===== config.mk =====
export PLATFORM = sky130hd
export DESIGN_NAME = bfra_ctrl
export DESIGN_NICKNAME = d
export VERILOG_FILES = /design/src/design/bfra_pkg.sv /design/src/design/bfra_ctrl.sv
export SDC_FILE = /design/constraint.sdc
export NUM_CORES = 1
export LEC_CHECK = 0
export ABC_AREA = 1
export BUFFER_PORTS_ARGS = -buffer_cell sky130_fd_sc_hd__buf_2
export CORE_AREA = 2 2 39 41
export DETAILED_ROUTE_END_ITERATION = 10
export DIE_AREA = 0 0 41 43
export GPL_TIMING_DRIVEN = 0
export PLACE_DENSITY_LB_ADDON = 0.05
export SKIP_LAST_GASP = 1
export SYNTH_ARGS = -nofsm -noshare
export SYNTH_HDL_FRONTEND = slang
export SYNTH_SLANG_ARGS = --single-unit

===== constraint.sdc =====
create_clock -name clk -period 1.8 [get_ports clk]
set_input_delay 0.18 -clock clk [delete_from_list [all_inputs] [get_ports clk]]
set_output_delay 0.18 -clock clk [all_outputs]
set_load 0.02 [all_outputs]

===== src/design/bfra_pkg.sv =====
// Package for the best-fit run allocator: payload structs, FSM states and
// controller/datapath command and status types. No dependencies.
package bfra_pkg;

	typedef struct packed {
		logic        kind;
		logic [23:0] length;
		logic [31:0] start_offset;
	} req_t;

	typedef struct packed {
		logic [31:0] offset;
		logic        from_end;
		logic        merged;
		logic [1:0]  error;
	} rsp_t;

	localparam logic       KIND_ALLOC = 1'b0;
	localparam logic [1:0] ERR_OK = 2'd0;
	localparam logic [1:0] ERR_FULL = 2'd1;
	localparam logic [1:0] ERR_OVERFLOW = 2'd2;

	typedef enum logic [2:0] {
		ST_IDLE,
		ST_SCAN,
		ST_LAST,
		ST_DECIDE,
		ST_UPDATE,
		ST_RESP
	} state_t;

	typedef struct packed {
		logic load;
		logic scan_start;
		logic scan_step;
		logic decide;
		logic update;
	} cmd_t;

	typedef struct packed {
		logic scan_done;
	} status_t;

endpackage


===== src/design/bfra_ctrl.sv =====
// Controller FSM of the best-fit run allocator.
// Depends on bfra_pkg.
module bfra_ctrl (
	input  logic               clk,
	input  logic               arst_n,
	input  logic               in_valid,
	output logic               in_ready,
	output logic               out_valid,
	input  logic               out_ready,
	input  bfra_pkg::status_t  status,
	output bfra_pkg::cmd_t     cmd
);

	bfra_pkg::state_t state_q, state_d;

	always_ff @(posedge clk or negedge arst_n) begin
		if (!arst_n) begin
			state_q <= bfra_pkg::ST_IDLE;
		end else begin
			state_q <= state_d;
		end
	end

	always_comb begin
		state_d = state_q;
		cmd = '0;
		in_ready = 1'b0;
		out_valid = 1'b0;
		case (state_q)
			bfra_pkg::ST_IDLE: begin
				in_ready = 1'b1;
				if (in_valid) begin
					cmd.load = 1'b1;
					cmd.scan_start = 1'b1;
					state_d = bfra_pkg::ST_SCAN;
				end
			end
			bfra_pkg::ST_SCAN: begin
				// Each cycle one slot is read from the memories until the scan is done.
				cmd.scan_step = 1'b1;
				if (status.scan_done) begin
					state_d = bfra_pkg::ST_LAST;
				end
			end
			bfra_pkg::ST_LAST: begin
				// Drains the last registered read into the comparators.
				cmd.scan_step = 1'b1;
				state_d = bfra_pkg::ST_DECIDE;
			end
			bfra_pkg::ST_DECIDE: begin
				cmd.decide = 1'b1;
				state_d = bfra_pkg::ST_UPDATE;
			end
			bfra_pkg::ST_UPDATE: begin
				cmd.update = 1'b1;
				state_d = bfra_pkg::ST_RESP;
			end
			bfra_pkg::ST_RESP: begin
				out_valid = 1'b1;
				if (out_ready) begin
					state_d = bfra_pkg::ST_IDLE;
				end
			end
			default: begin
				state_d = bfra_pkg::ST_IDLE;
			end
		endcase
	end

endmodule


==> results of run 1 <==
## report_power, final
group	switching, W	internal (W)	leakage [nW]
sequential	0.0000330	0.0000993	0.0374
clock	0.0000339	0.0000830	0.0150
combinational	0.000233	0.000124	0.157
## timing repair
action,CTS,global route
resized for setup,0,0
setup endpoints to repair,0,0
endpoints found under the hold margin,3,0
hold buffers,1,0
## Yosys cell counts
master and count:
nand3_1 2, nor2_2 1, o21ai_2 1, nand2_1 9, nor2_1 6, inv_1 7, a21oi_2 1, buf_4 1
nand3_2 1, dfrtp_1 3, inv_2 1
## cells by family after synthesis
logic type | count (synthesis) | synth area share, %
compound gates | 2 | 8.24
buf+inv | 9 | 17.6
flops | 3 | 35.3
simple gates | 19 | 38.8
## layout make-up
cell class | count | area [µm²]
inverters | 8 | 30.0
plain buffers | 1 | 7.51
repair buffers | 12 | 65.1
flip-flops and latches | 3 | 75.1
fillers | 168 | 1060
multi-input cells | 21 | 100
well taps | 16 | 20.0
clock buffers | 4 | 26.3
## stage by stage
stage,util [%],cell area (µm²),setup WS [ns],power (W)
5_1_grt,23.4,324,0.220,0.000681
2_1_floorplan,-,213,0.489,0.000393
4_1_cts,23.4,324,0.337,0.000625
3_5_place_dp,20.8,288,0.599,0.000497
6_report,23.4,324,0.357,0.000606
3_3_place_gp,20.8,288,0.613,0.000498
## worst reg2reg max path: stages, from the launching register on
cell and delay [ns]:
dfrtp_1 0.41, nor2_1 0.17, nand3_2 0.11, nand2_1 0.07
nor2_1 0.04
## how the worst max path moves through the flow
stage	end	slack, ns	cells past startpoint
finish	cmd[4]	0.36	5
global route	cmd[4]	0.22	5
CTS	cmd[4]	0.34	5
detailed placement	cmd[4]	0.60	5
global placement	cmd[4]	0.61	5
floorplan	cmd[4]	0.49	4
## routing by layer
metal,vias to the layer above,wire length (µm),global-route usage [%]
li1,129,-,-
met1,99,221,9.06
met4,0,0,8.00
met3,0,25,3.14
met2,5,251,10.0
met5,-,0,0
==> results.py, run 1 <==
metrics = {
    "route": {
        "drc": 0,
        "dr.pass1.iters": 1,
        "wl_per_cell_um": 7.66,
        "initialDrtViolationCount": 0,
        "finalWirelength_um": 498,
        "detail-route-antenna-nets": 0,
        "num_vias": 233,
        "vias_per_cell": 3.58,
    },
    "global_route": {
        "grt_max_degree": 6,
        "grt_pass1_wl_um": 848,
        "grt_use_total_pct": 7.85,
        "grt-ovfl-total": 0,
        "grt_pass1_vias": 211,
        "antenna_found_initial": 0,
    },
    "cts": {
        "cts_root_buffer": "clkbuf_4",
        "clkSinkCount": 3,
        "cts_tree": "built",
        "htree_levels": 1,
        "post-cts-setup-buffer-count": 0,
        "cts_buffer_depth": 2,
        "clk_pin_slew_ns": 0.04,
        "clock_latency_ns": 0.23,
        "cts_buffers": 3,
    },
    "power_and_ir_drop": {
        "p_leak_nw": 0.209,
        "vdd_ir_drop_max_uv": 560,
        "power.density_nw_per_um2": 1870,
    },
    "placed_design": {
        "place_inst": 60,
        "io_buffer_count": 11,
        "post-dp-hpwl_um": 420,
        "gp_congestion": 0.684,
    },
    "setup_path": {
        "worstSetupStartpoint": "state_q[1]$_DFFE_PN0P_",
        "path_cells": "nor2_1 > nand2_1 > nor2_1 > buf_4 > buf_2",
        "reg2reg_depth": 4,
        "cp_slowest_cell": "dfrtp_1",
        "cp-start-kind": "flop",
        "required_ns": 1.62,
        "path_max_fanout": 5,
        "r2r-start": "state_q[1]$_DFFE_PN0P_",
        "crit_buf_inv": 2,
        "rrSetupSlack_ns": 0.89,
        "arrival_ns": 1.26,
        "crit_type": "flop to primary output",
        "r2r-end": "state_q[1]$_DFFE_PN0P_",
        "crit_family": "flip-flops",
        "cpPeakStageDelay_ns": 0.41,
        "endpoint_kind": "primary output",
        "cpMostUsedCell": "nor2_1",
    },
    "timing": {
        "whs_ns": 0.143,
        "worst_pin_slew_ns": 0.179,
        "period_needed_ns": 1.44,
        "slew_headroom_pct": 88.1,
        "hold_viol": 0,
        "grt_setup_unrepaired": "false",
        "finalCritPeriodShare_pct": 80.2,
        "slew_viol_final": 0,
        "tns_ns": 0,
        "setup_viol": 0,
        "max_freq_mhz": 693,
        "fin_skew_ns": 0.000769,
    },
    "synth": {
        "yosys_warnings": 0,
        "ys_seq_elements": 3,
        "syn_nets": 38,
        "synthesis.area_um2": 213,
        "syn_avg_cell_area_um2": 6.45,
        "syn_inst": 33,
        "yosysTopAreaCellShare_pct": 35.3,
        "synth_top_cells_by_area": "dfrtp_1 (35%), nand2_1 (16%), inv_1 (12%), nor2_1 (11%), nand3_1 (4.7%)",
        "yosysTopAreaCell": "dfrtp_1",
        "synthDistinctLibCells": 11,
        "ys_seq_area_share_pct": 35.3,
    },
    "floorplan": {
        "die_area_um2": 1760,
        "io_pins": 12,
        "start_util_pct": 15.4,
        "rows": 14,
        "fp.coreArea_um2": 1380,
        "die_height_um": 43,
        "die_w_um": 41,
    },
    "cells_and_area": {
        "area_growth_pct": 52.4,
        "top_register": "state_q",
        "largest_reg_flops": 3,
        "top_regs": "state_q: 3 flops",
        "layout_commonest_cell": "buf_2",
        "antenna_cells": 0,
        "stdcell_count": 65,
        "drive_above_1_share_pct": 40.8,
        "final_cell_mix": "buf_2 (11), nand2_1 (9), inv_1 (7), nor2_1 (6)",
        "fin_nets": 55,
    },
    "hold_path": {
        "hold_depth": 2,
        "hold_class": "primary input to flop",
        "worstHoldStart": "out_ready",
        "hold_end": "state_q[2]$_DFFE_PN0P_",
    },
    "flow_run": {
        "max_cap_violations": 0,
    },
    "run_status": {
        "outcome": "complete, no violations",
    },
}
Note: power is estimated with default switching activity, not from simulation.
==> run 2: changes to the inputs <==
--- a/config.mk
+++ b/config.mk
@@ -5,7 +5,7 @@
 export SDC_FILE = /design/constraint.sdc
 export NUM_CORES = 1
 export LEC_CHECK = 0
-export ABC_AREA = 1
+export ABC_AREA = 0
 export BUFFER_PORTS_ARGS = -buffer_cell sky130_fd_sc_hd__buf_2
 export CORE_AREA = 2 2 39 41
 export DETAILED_ROUTE_END_ITERATION = 10
==> constraint.sdc (replaced) <==
create_clock -name clk -period 1.5 [get_ports clk]
set_input_delay 0.15 -clock clk [delete_from_list [all_inputs] [get_ports clk]]
set_output_delay 0.15 -clock clk [all_outputs]
set_load 0.02 [all_outputs]
==> results.py, run 2 <==
metrics = {
    "run_status": {
        "outcome": "complete, no violations",
    },
    "route": {
        "dr.pass1.iters": 2,
        "initialDrtViolationCount": 1,
        "vias_per_cell": 3.88,
        "finalWirelength_um": 548,
        "detail-route-antenna-nets": 0,
        "wl_per_cell_um": 9.79,
        "num_vias": 217,
        "drc": 0,
    },
    "synth": {
        "syn_nets": 29,
        "ys_seq_elements": 3,
        "yosysTopAreaCell": "dfrtp_1",
        "synthesis.area_um2": 223,
        "syn_inst": 24,
        "synthDistinctLibCells": 18,
        "yosysTopAreaCellShare_pct": 33.7,
        "synth_commonest_cells": "dfrtp_1 (3), a21oi_1 (2), inv_1 (2), nand2b_1 (2), nor2_1 (2)",
        "synth_most_common_cell": "dfrtp_1",
        "syn_avg_cell_area_um2": 9.28,
        "synth_top_flop_cell": "dfrtp_1",
        "synthArstFlopShare_pct": 100,
        "yosys_warnings": 0,
        "synth_edf_count": 0,
        "synth_top_cells_by_area": "dfrtp_1 (34%), a221oi_2 (6.7%), mux2_4 (6.7%), nand2b_1 (5.6%), buf_6 (5.1%)",
        "ys_seq_area_share_pct": 33.7,
    },
    "floorplan": {
        "start_util_pct": 16.1,
        "io_pins": 12,
        "die_area_um2": 1760,
        "die_height_um": 43,
        "fp.coreArea_um2": 1380,
        "die_w_um": 41,
        "rows": 14,
    },
    "flow_run": {
        "max_cap_violations": 0,
    },
    "cells_and_area": {
        "top_register": "state_q",
        "stdcell_count": 56,
        "final_cell_mix": "buf_2 (10), buf_6 (3), clkbuf_4 (3)",
        "top_regs": "state_q: 3 flops",
        "fin_nets": 46,
        "layout_commonest_cell": "buf_2",
        "largest_reg_flops": 3,
        "drive_above_1_share_pct": 57.5,
        "area_growth_pct": 60.1,
        "antenna_cells": 0,
    },
    "global_route": {
        "grt-ovfl-total": 0,
        "antenna_found_initial": 0,
        "grt_use_total_pct": 7.63,
        "grt_max_degree": 10,
        "grt_pass1_vias": 214,
        "grt_pass1_wl_um": 841,
    },
    "hold_path": {
        "hold_depth": 3,
        "hold_class": "primary input to flop",
    },
    "power_and_ir_drop": {
        "p_leak_nw": 0.175,
        "vdd_ir_drop_max_uv": 675,
        "power.density_nw_per_um2": 2220,
    },
    "setup_path": {
        "cp-start-kind": "flop",
        "required_ns": 1.35,
        "arrival_ns": 1.27,
        "reg2reg_depth": 3,
        "endpoint_kind": "primary output",
        "path_max_fanout": 8,
        "crit_type": "flop to primary output",
    },
    "timing": {
        "slew_viol_final": 0,
        "finalCritPeriodShare_pct": 94.4,
        "whs_ns": 0.180,
        "period_needed_ns": 1.42,
        "worst_pin_slew_ns": 0.180,
        "slew_headroom_pct": 87.9,
        "grt_setup_unrepaired": "false",
        "fin_skew_ns": 0.00427,
        "max_freq_mhz": 706,
        "hold_viol": 0,
        "tns_ns": 0,
        "setup_viol": 0,
    },
    "cts": {
        "htree_levels": 1,
        "cts_tree": "built",
        "cts_root_buffer": "clkbuf_4",
        "cts_buffers": 3,
        "clock_latency_ns": 0.23,
        "cts_buffer_depth": 2,
        "clkSinkCount": 3,
        "clk_pin_slew_ns": 0.04,
    },
    "placed_design": {
        "gp_congestion": 0.663,
        "io_buffer_count": 11,
        "place_inst": 51,
        "post-dp-hpwl_um": 384,
    },
}
## run 2: repair_timing
item                                   4_1_cts  5_1_grt
buffers inserted                             0        1
endpoints found under the hold margin        3        0
setup endpoints to repair                    1        1
gates resized for setup                      2        4
hold buffers                                 1        0
pin swaps                                    2        2
## run 2: where the power goes
| group | switching (W) | internal, W | total, W |
|---|---|---|---|
| logic | 0.000267 | 0.000232 | 0.000499 |
| registers | 0.0000353 | 0.000118 | 0.000153 |
| clock network | 0.0000397 | 0.0000995 | 0.000139 |
| total | 0.000342 | 0.000449 | 0.000791 |
## run 2: area by class of cell
class	count	area [µm²]
multi-input cells	16	125
inverters	2	7.51
flip-flops and latches	3	76.3
plain buffers	2	22.5
repair buffers	13	78.8
well taps	16	20.0
fillers	156	1030
clock buffers	4	26.3
## run 2: final timing paths
check                                            start                      to  slack, ns
min in group asynchronous                       arst_n  state_q[0]$_DFFE_PN0P_       0.24
worst max register to register  state_q[2]$_DFFE_PN0P_  state_q[0]$_DFFE_PN0P_       0.40
worst max-delay path            state_q[0]$_DFFE_PN0P_                  cmd[3]       0.08
worst min-delay path                          in_valid  state_q[0]$_DFFE_PN0P_       0.18
max in group asynchronous                       arst_n  state_q[1]$_DFFE_PN0P_       1.14
worst min register to register  state_q[2]$_DFFE_PN0P_  state_q[1]$_DFFE_PN0P_       0.56
## run 2: kinds of logic (layout without fill, tap and decap cells)
family	count (synthesis)	after routing	synth area share, %
simple gates	9	9	23.6
compound gates	6	6	21.9
buf+inv	5	21	14.0
flops	3	3	33.7
mux	1	1	6.74
## run 2: metal layers
| layer | vias up | track usage (%) | wire (µm) |
|---|---|---|---|
| met4 | 0 | 6.00 | 0 |
| met5 | - | 0 | 0 |
| met2 | 9 | 10.0 | 284 |
| met1 | 95 | 9.32 | 235 |
| met3 | 0 | 3.14 | 28 |
| li1 | 113 | - | - |
## run 2: metrics by stage
step / power (W) / util [%] / worst slack [ns] / area [µm²]
final: 0.000791 / 25.8 / 0.0842 / 357
after global routing: 0.000857 / 25.8 / 0.000943 / 357
after CTS: 0.000766 / 24.9 / 0.00798 / 344
after detailed placement: 0.000607 / 22.0 / 0.213 / 304
after global placement: 0.000603 / 22.0 / 0.225 / 304
after floorplan: 0.000488 / - / 0.0499 / 229
## run 2: critical path, stage by stage (launching register included)
cell	delay, ns
dfrtp_1	0.36
buf_6	0.14
nor3_4	0.20
and2_4	0.18
buf_2	0.15
==> run 3: changes to the inputs <==
--- a/config.mk
+++ b/config.mk
@@ -10,7 +10,7 @@
 export CORE_AREA = 2 2 39 41
 export DETAILED_ROUTE_END_ITERATION = 10
 export DIE_AREA = 0 0 41 43
-export GPL_TIMING_DRIVEN = 0
+export GPL_TIMING_DRIVEN = 1
 export PLACE_DENSITY_LB_ADDON = 0.05
 export SKIP_LAST_GASP = 1
 export SYNTH_ARGS = -nofsm -noshare
==> results.py, run 3 (synthesis gave the netlist of run 2 again) <==
metrics = {
    "run_status": {
        "outcome": "complete, no violations",
    },
    "power_and_ir_drop": {
        "p_leak_nw": 0.158,
        "power_w": 0.000725,
        "power.density_nw_per_um2": 2210,
        "vdd_ir_drop_max_uv": 715,
    },
    "cts": {
        "cts_root_buffer": "clkbuf_4",
        "cts_tree": "built",
        "cts_buffer_depth": 2,
        "clkSinkCount": 3,
        "htree_levels": 1,
        "cts_buffers": 3,
        "clock_latency_ns": 0.23,
        "clk_pin_slew_ns": 0.04,
    },
    "placed_design": {
        "post-dp-hpwl_um": 358,
        "gp_congestion": 0.668,
        "io_buffer_count": 11,
    },
    "setup_path": {
        "worstSetupStartpoint": "state_q[2]$_DFFE_PN0P_",
        "path_max_fanout": 9,
        "crit_type": "flop to primary output",
        "r2r-start": "state_q[2]$_DFFE_PN0P_",
        "endpoint_kind": "primary output",
        "cp-start-kind": "flop",
        "required_ns": 1.35,
        "arrival_ns": 1.24,
    },
    "cells_and_area": {
        "area_growth_pct": 47.2,
        "layout_commonest_cell": "buf_2",
        "fin_nets": 44,
        "final_cell_mix": "buf_2 (11), clkbuf_4 (3), dfrtp_2 (3)",
        "ff_latch_area_um2": 78.8,
        "drive_above_1_share_pct": 57.9,
        "fillers": 161,
        "multi_input_area_um2": 123,
        "top_regs": "state_q: 3 flops",
        "largest_reg_flops": 3,
        "top_register": "state_q",
        "antenna_cells": 0,
    },
    "route": {
        "finalWirelength_um": 514,
        "initialDrtViolationCount": 1,
        "detail-route-antenna-nets": 0,
        "dr.pass1.iters": 2,
        "wl_per_cell_um": 9.52,
        "drc": 0,
        "num_vias": 210,
        "vias_per_cell": 3.89,
    },
    "global_route": {
        "grt-ovfl-total": 0,
        "antenna_found_initial": 0,
        "grt_pass1_vias": 226,
        "grt_use_total_pct": 8.35,
        "grt_max_degree": 10,
        "grt_pass1_wl_um": 890,
    },
    "timing": {
        "max_freq_mhz": 717,
        "tns_ns": 0,
        "finalCritPeriodShare_pct": 93.0,
        "hold_viol": 0,
        "fin_skew_ns": 0.000484,
        "worst_pin_slew_ns": 0.202,
        "grt_setup_unrepaired": "false",
        "slew_headroom_pct": 86.5,
        "period_needed_ns": 1.39,
        "setup_viol": 0,
        "slew_viol_final": 0,
    },
    "floorplan": {
        "start_util_pct": 16.1,
        "die_w_um": 41,
        "die_height_um": 43,
        "fp.coreArea_um2": 1380,
        "rows": 14,
        "io_pins": 12,
        "die_area_um2": 1760,
    },
    "hold_path": {
        "worstHoldStart": "in_valid",
        "hold_class": "primary input to flop",
    },
    "flow_run": {
        "max_cap_violations": 0,
    },
}
run 3: cell types whose count changed in the layout (fill, tap and decap cells not counted):
| cell | before | now |
|---|---|---|
| buf_2 | 10 | 11 |
| and2_1 | 0 | 1 |
| dfrtp_2 | 1 | 3 |
| dfrtp_1 | 2 | 0 |
| and2_4 | 1 | 0 |
| buf_6 | 3 | 0 |
run 3: report_power, final:
part / internal [W] / leakage, nW / switching [W]
Clock: 0.0000996 / 0.0150 / 0.0000409
Combinational: 0.000174 / 0.110 / 0.000191
Sequential: 0.000122 / 0.0338 / 0.0000979
Total: 0.000395 / 0.158 / 0.000330
run 3: layout make-up:
type                            instances  area share, %
Clock buffer                            4           8.02
Tap cell                               16           6.11
Multi-Input combinational cell         16           37.4
Sequential cell                         3           24.0
Inverter                                2           2.29
Timing Repair Buffer                   13           22.1
run 3: repair_timing:
action                                 CTS  global route
resized for setup                        0             3
hold buffers                             1             0
setup endpoints to repair                0             3
setup buffers                            0             1
endpoints found under the hold margin    3             0
run 3: per-layer routing:
layer	global-route usage, %	part of all wire [%]	vias to the layer above
met3	4.71	6.0	0
li1	-	-	110
met5	0	0	-
met4	8.00	0	0
met1	8.41	47	93
met2	11.3	47	7
run 3: path summary, 6_finish.rpt:
check                                         endpoint  slack (ns)  cells past startpoint
max in group asynchronous       state_q[0]$_DFFE_PN0P_        1.14                      2
worst min register to register  state_q[1]$_DFFE_PN0P_        0.58                      1
worst max register to register  state_q[0]$_DFFE_PN0P_        0.41                      2
worst min-delay path            state_q[0]$_DFFE_PN0P_        0.17                      3
worst max-delay path                            cmd[3]        0.11                      3
min in group asynchronous       state_q[2]$_DFFE_PN0P_        0.24                      2
run 3: per-stage QoR:
step	utilization [%]	worst slack (ns)	hold slack, ns	instances	cell area [µm²]
6_report	23.7	0.105	0.171	54	328
5_1_grt	23.7	0.0289	0.193	54	328
4_1_cts	22.9	0.0321	0.173	53	317
3_5_place_dp	20.3	0.290	-0.0543	48	280
3_3_place_gp	20.3	0.291	-0.0506	48	280
2_1_floorplan	-	0.0499	-0.146	24	229
run 3: critical path, stage by stage, from the launching register on:
cell,delay [ns]
dfrtp_2,0.47
nor3_4,0.22
and2_1,0.16
buf_2,0.16
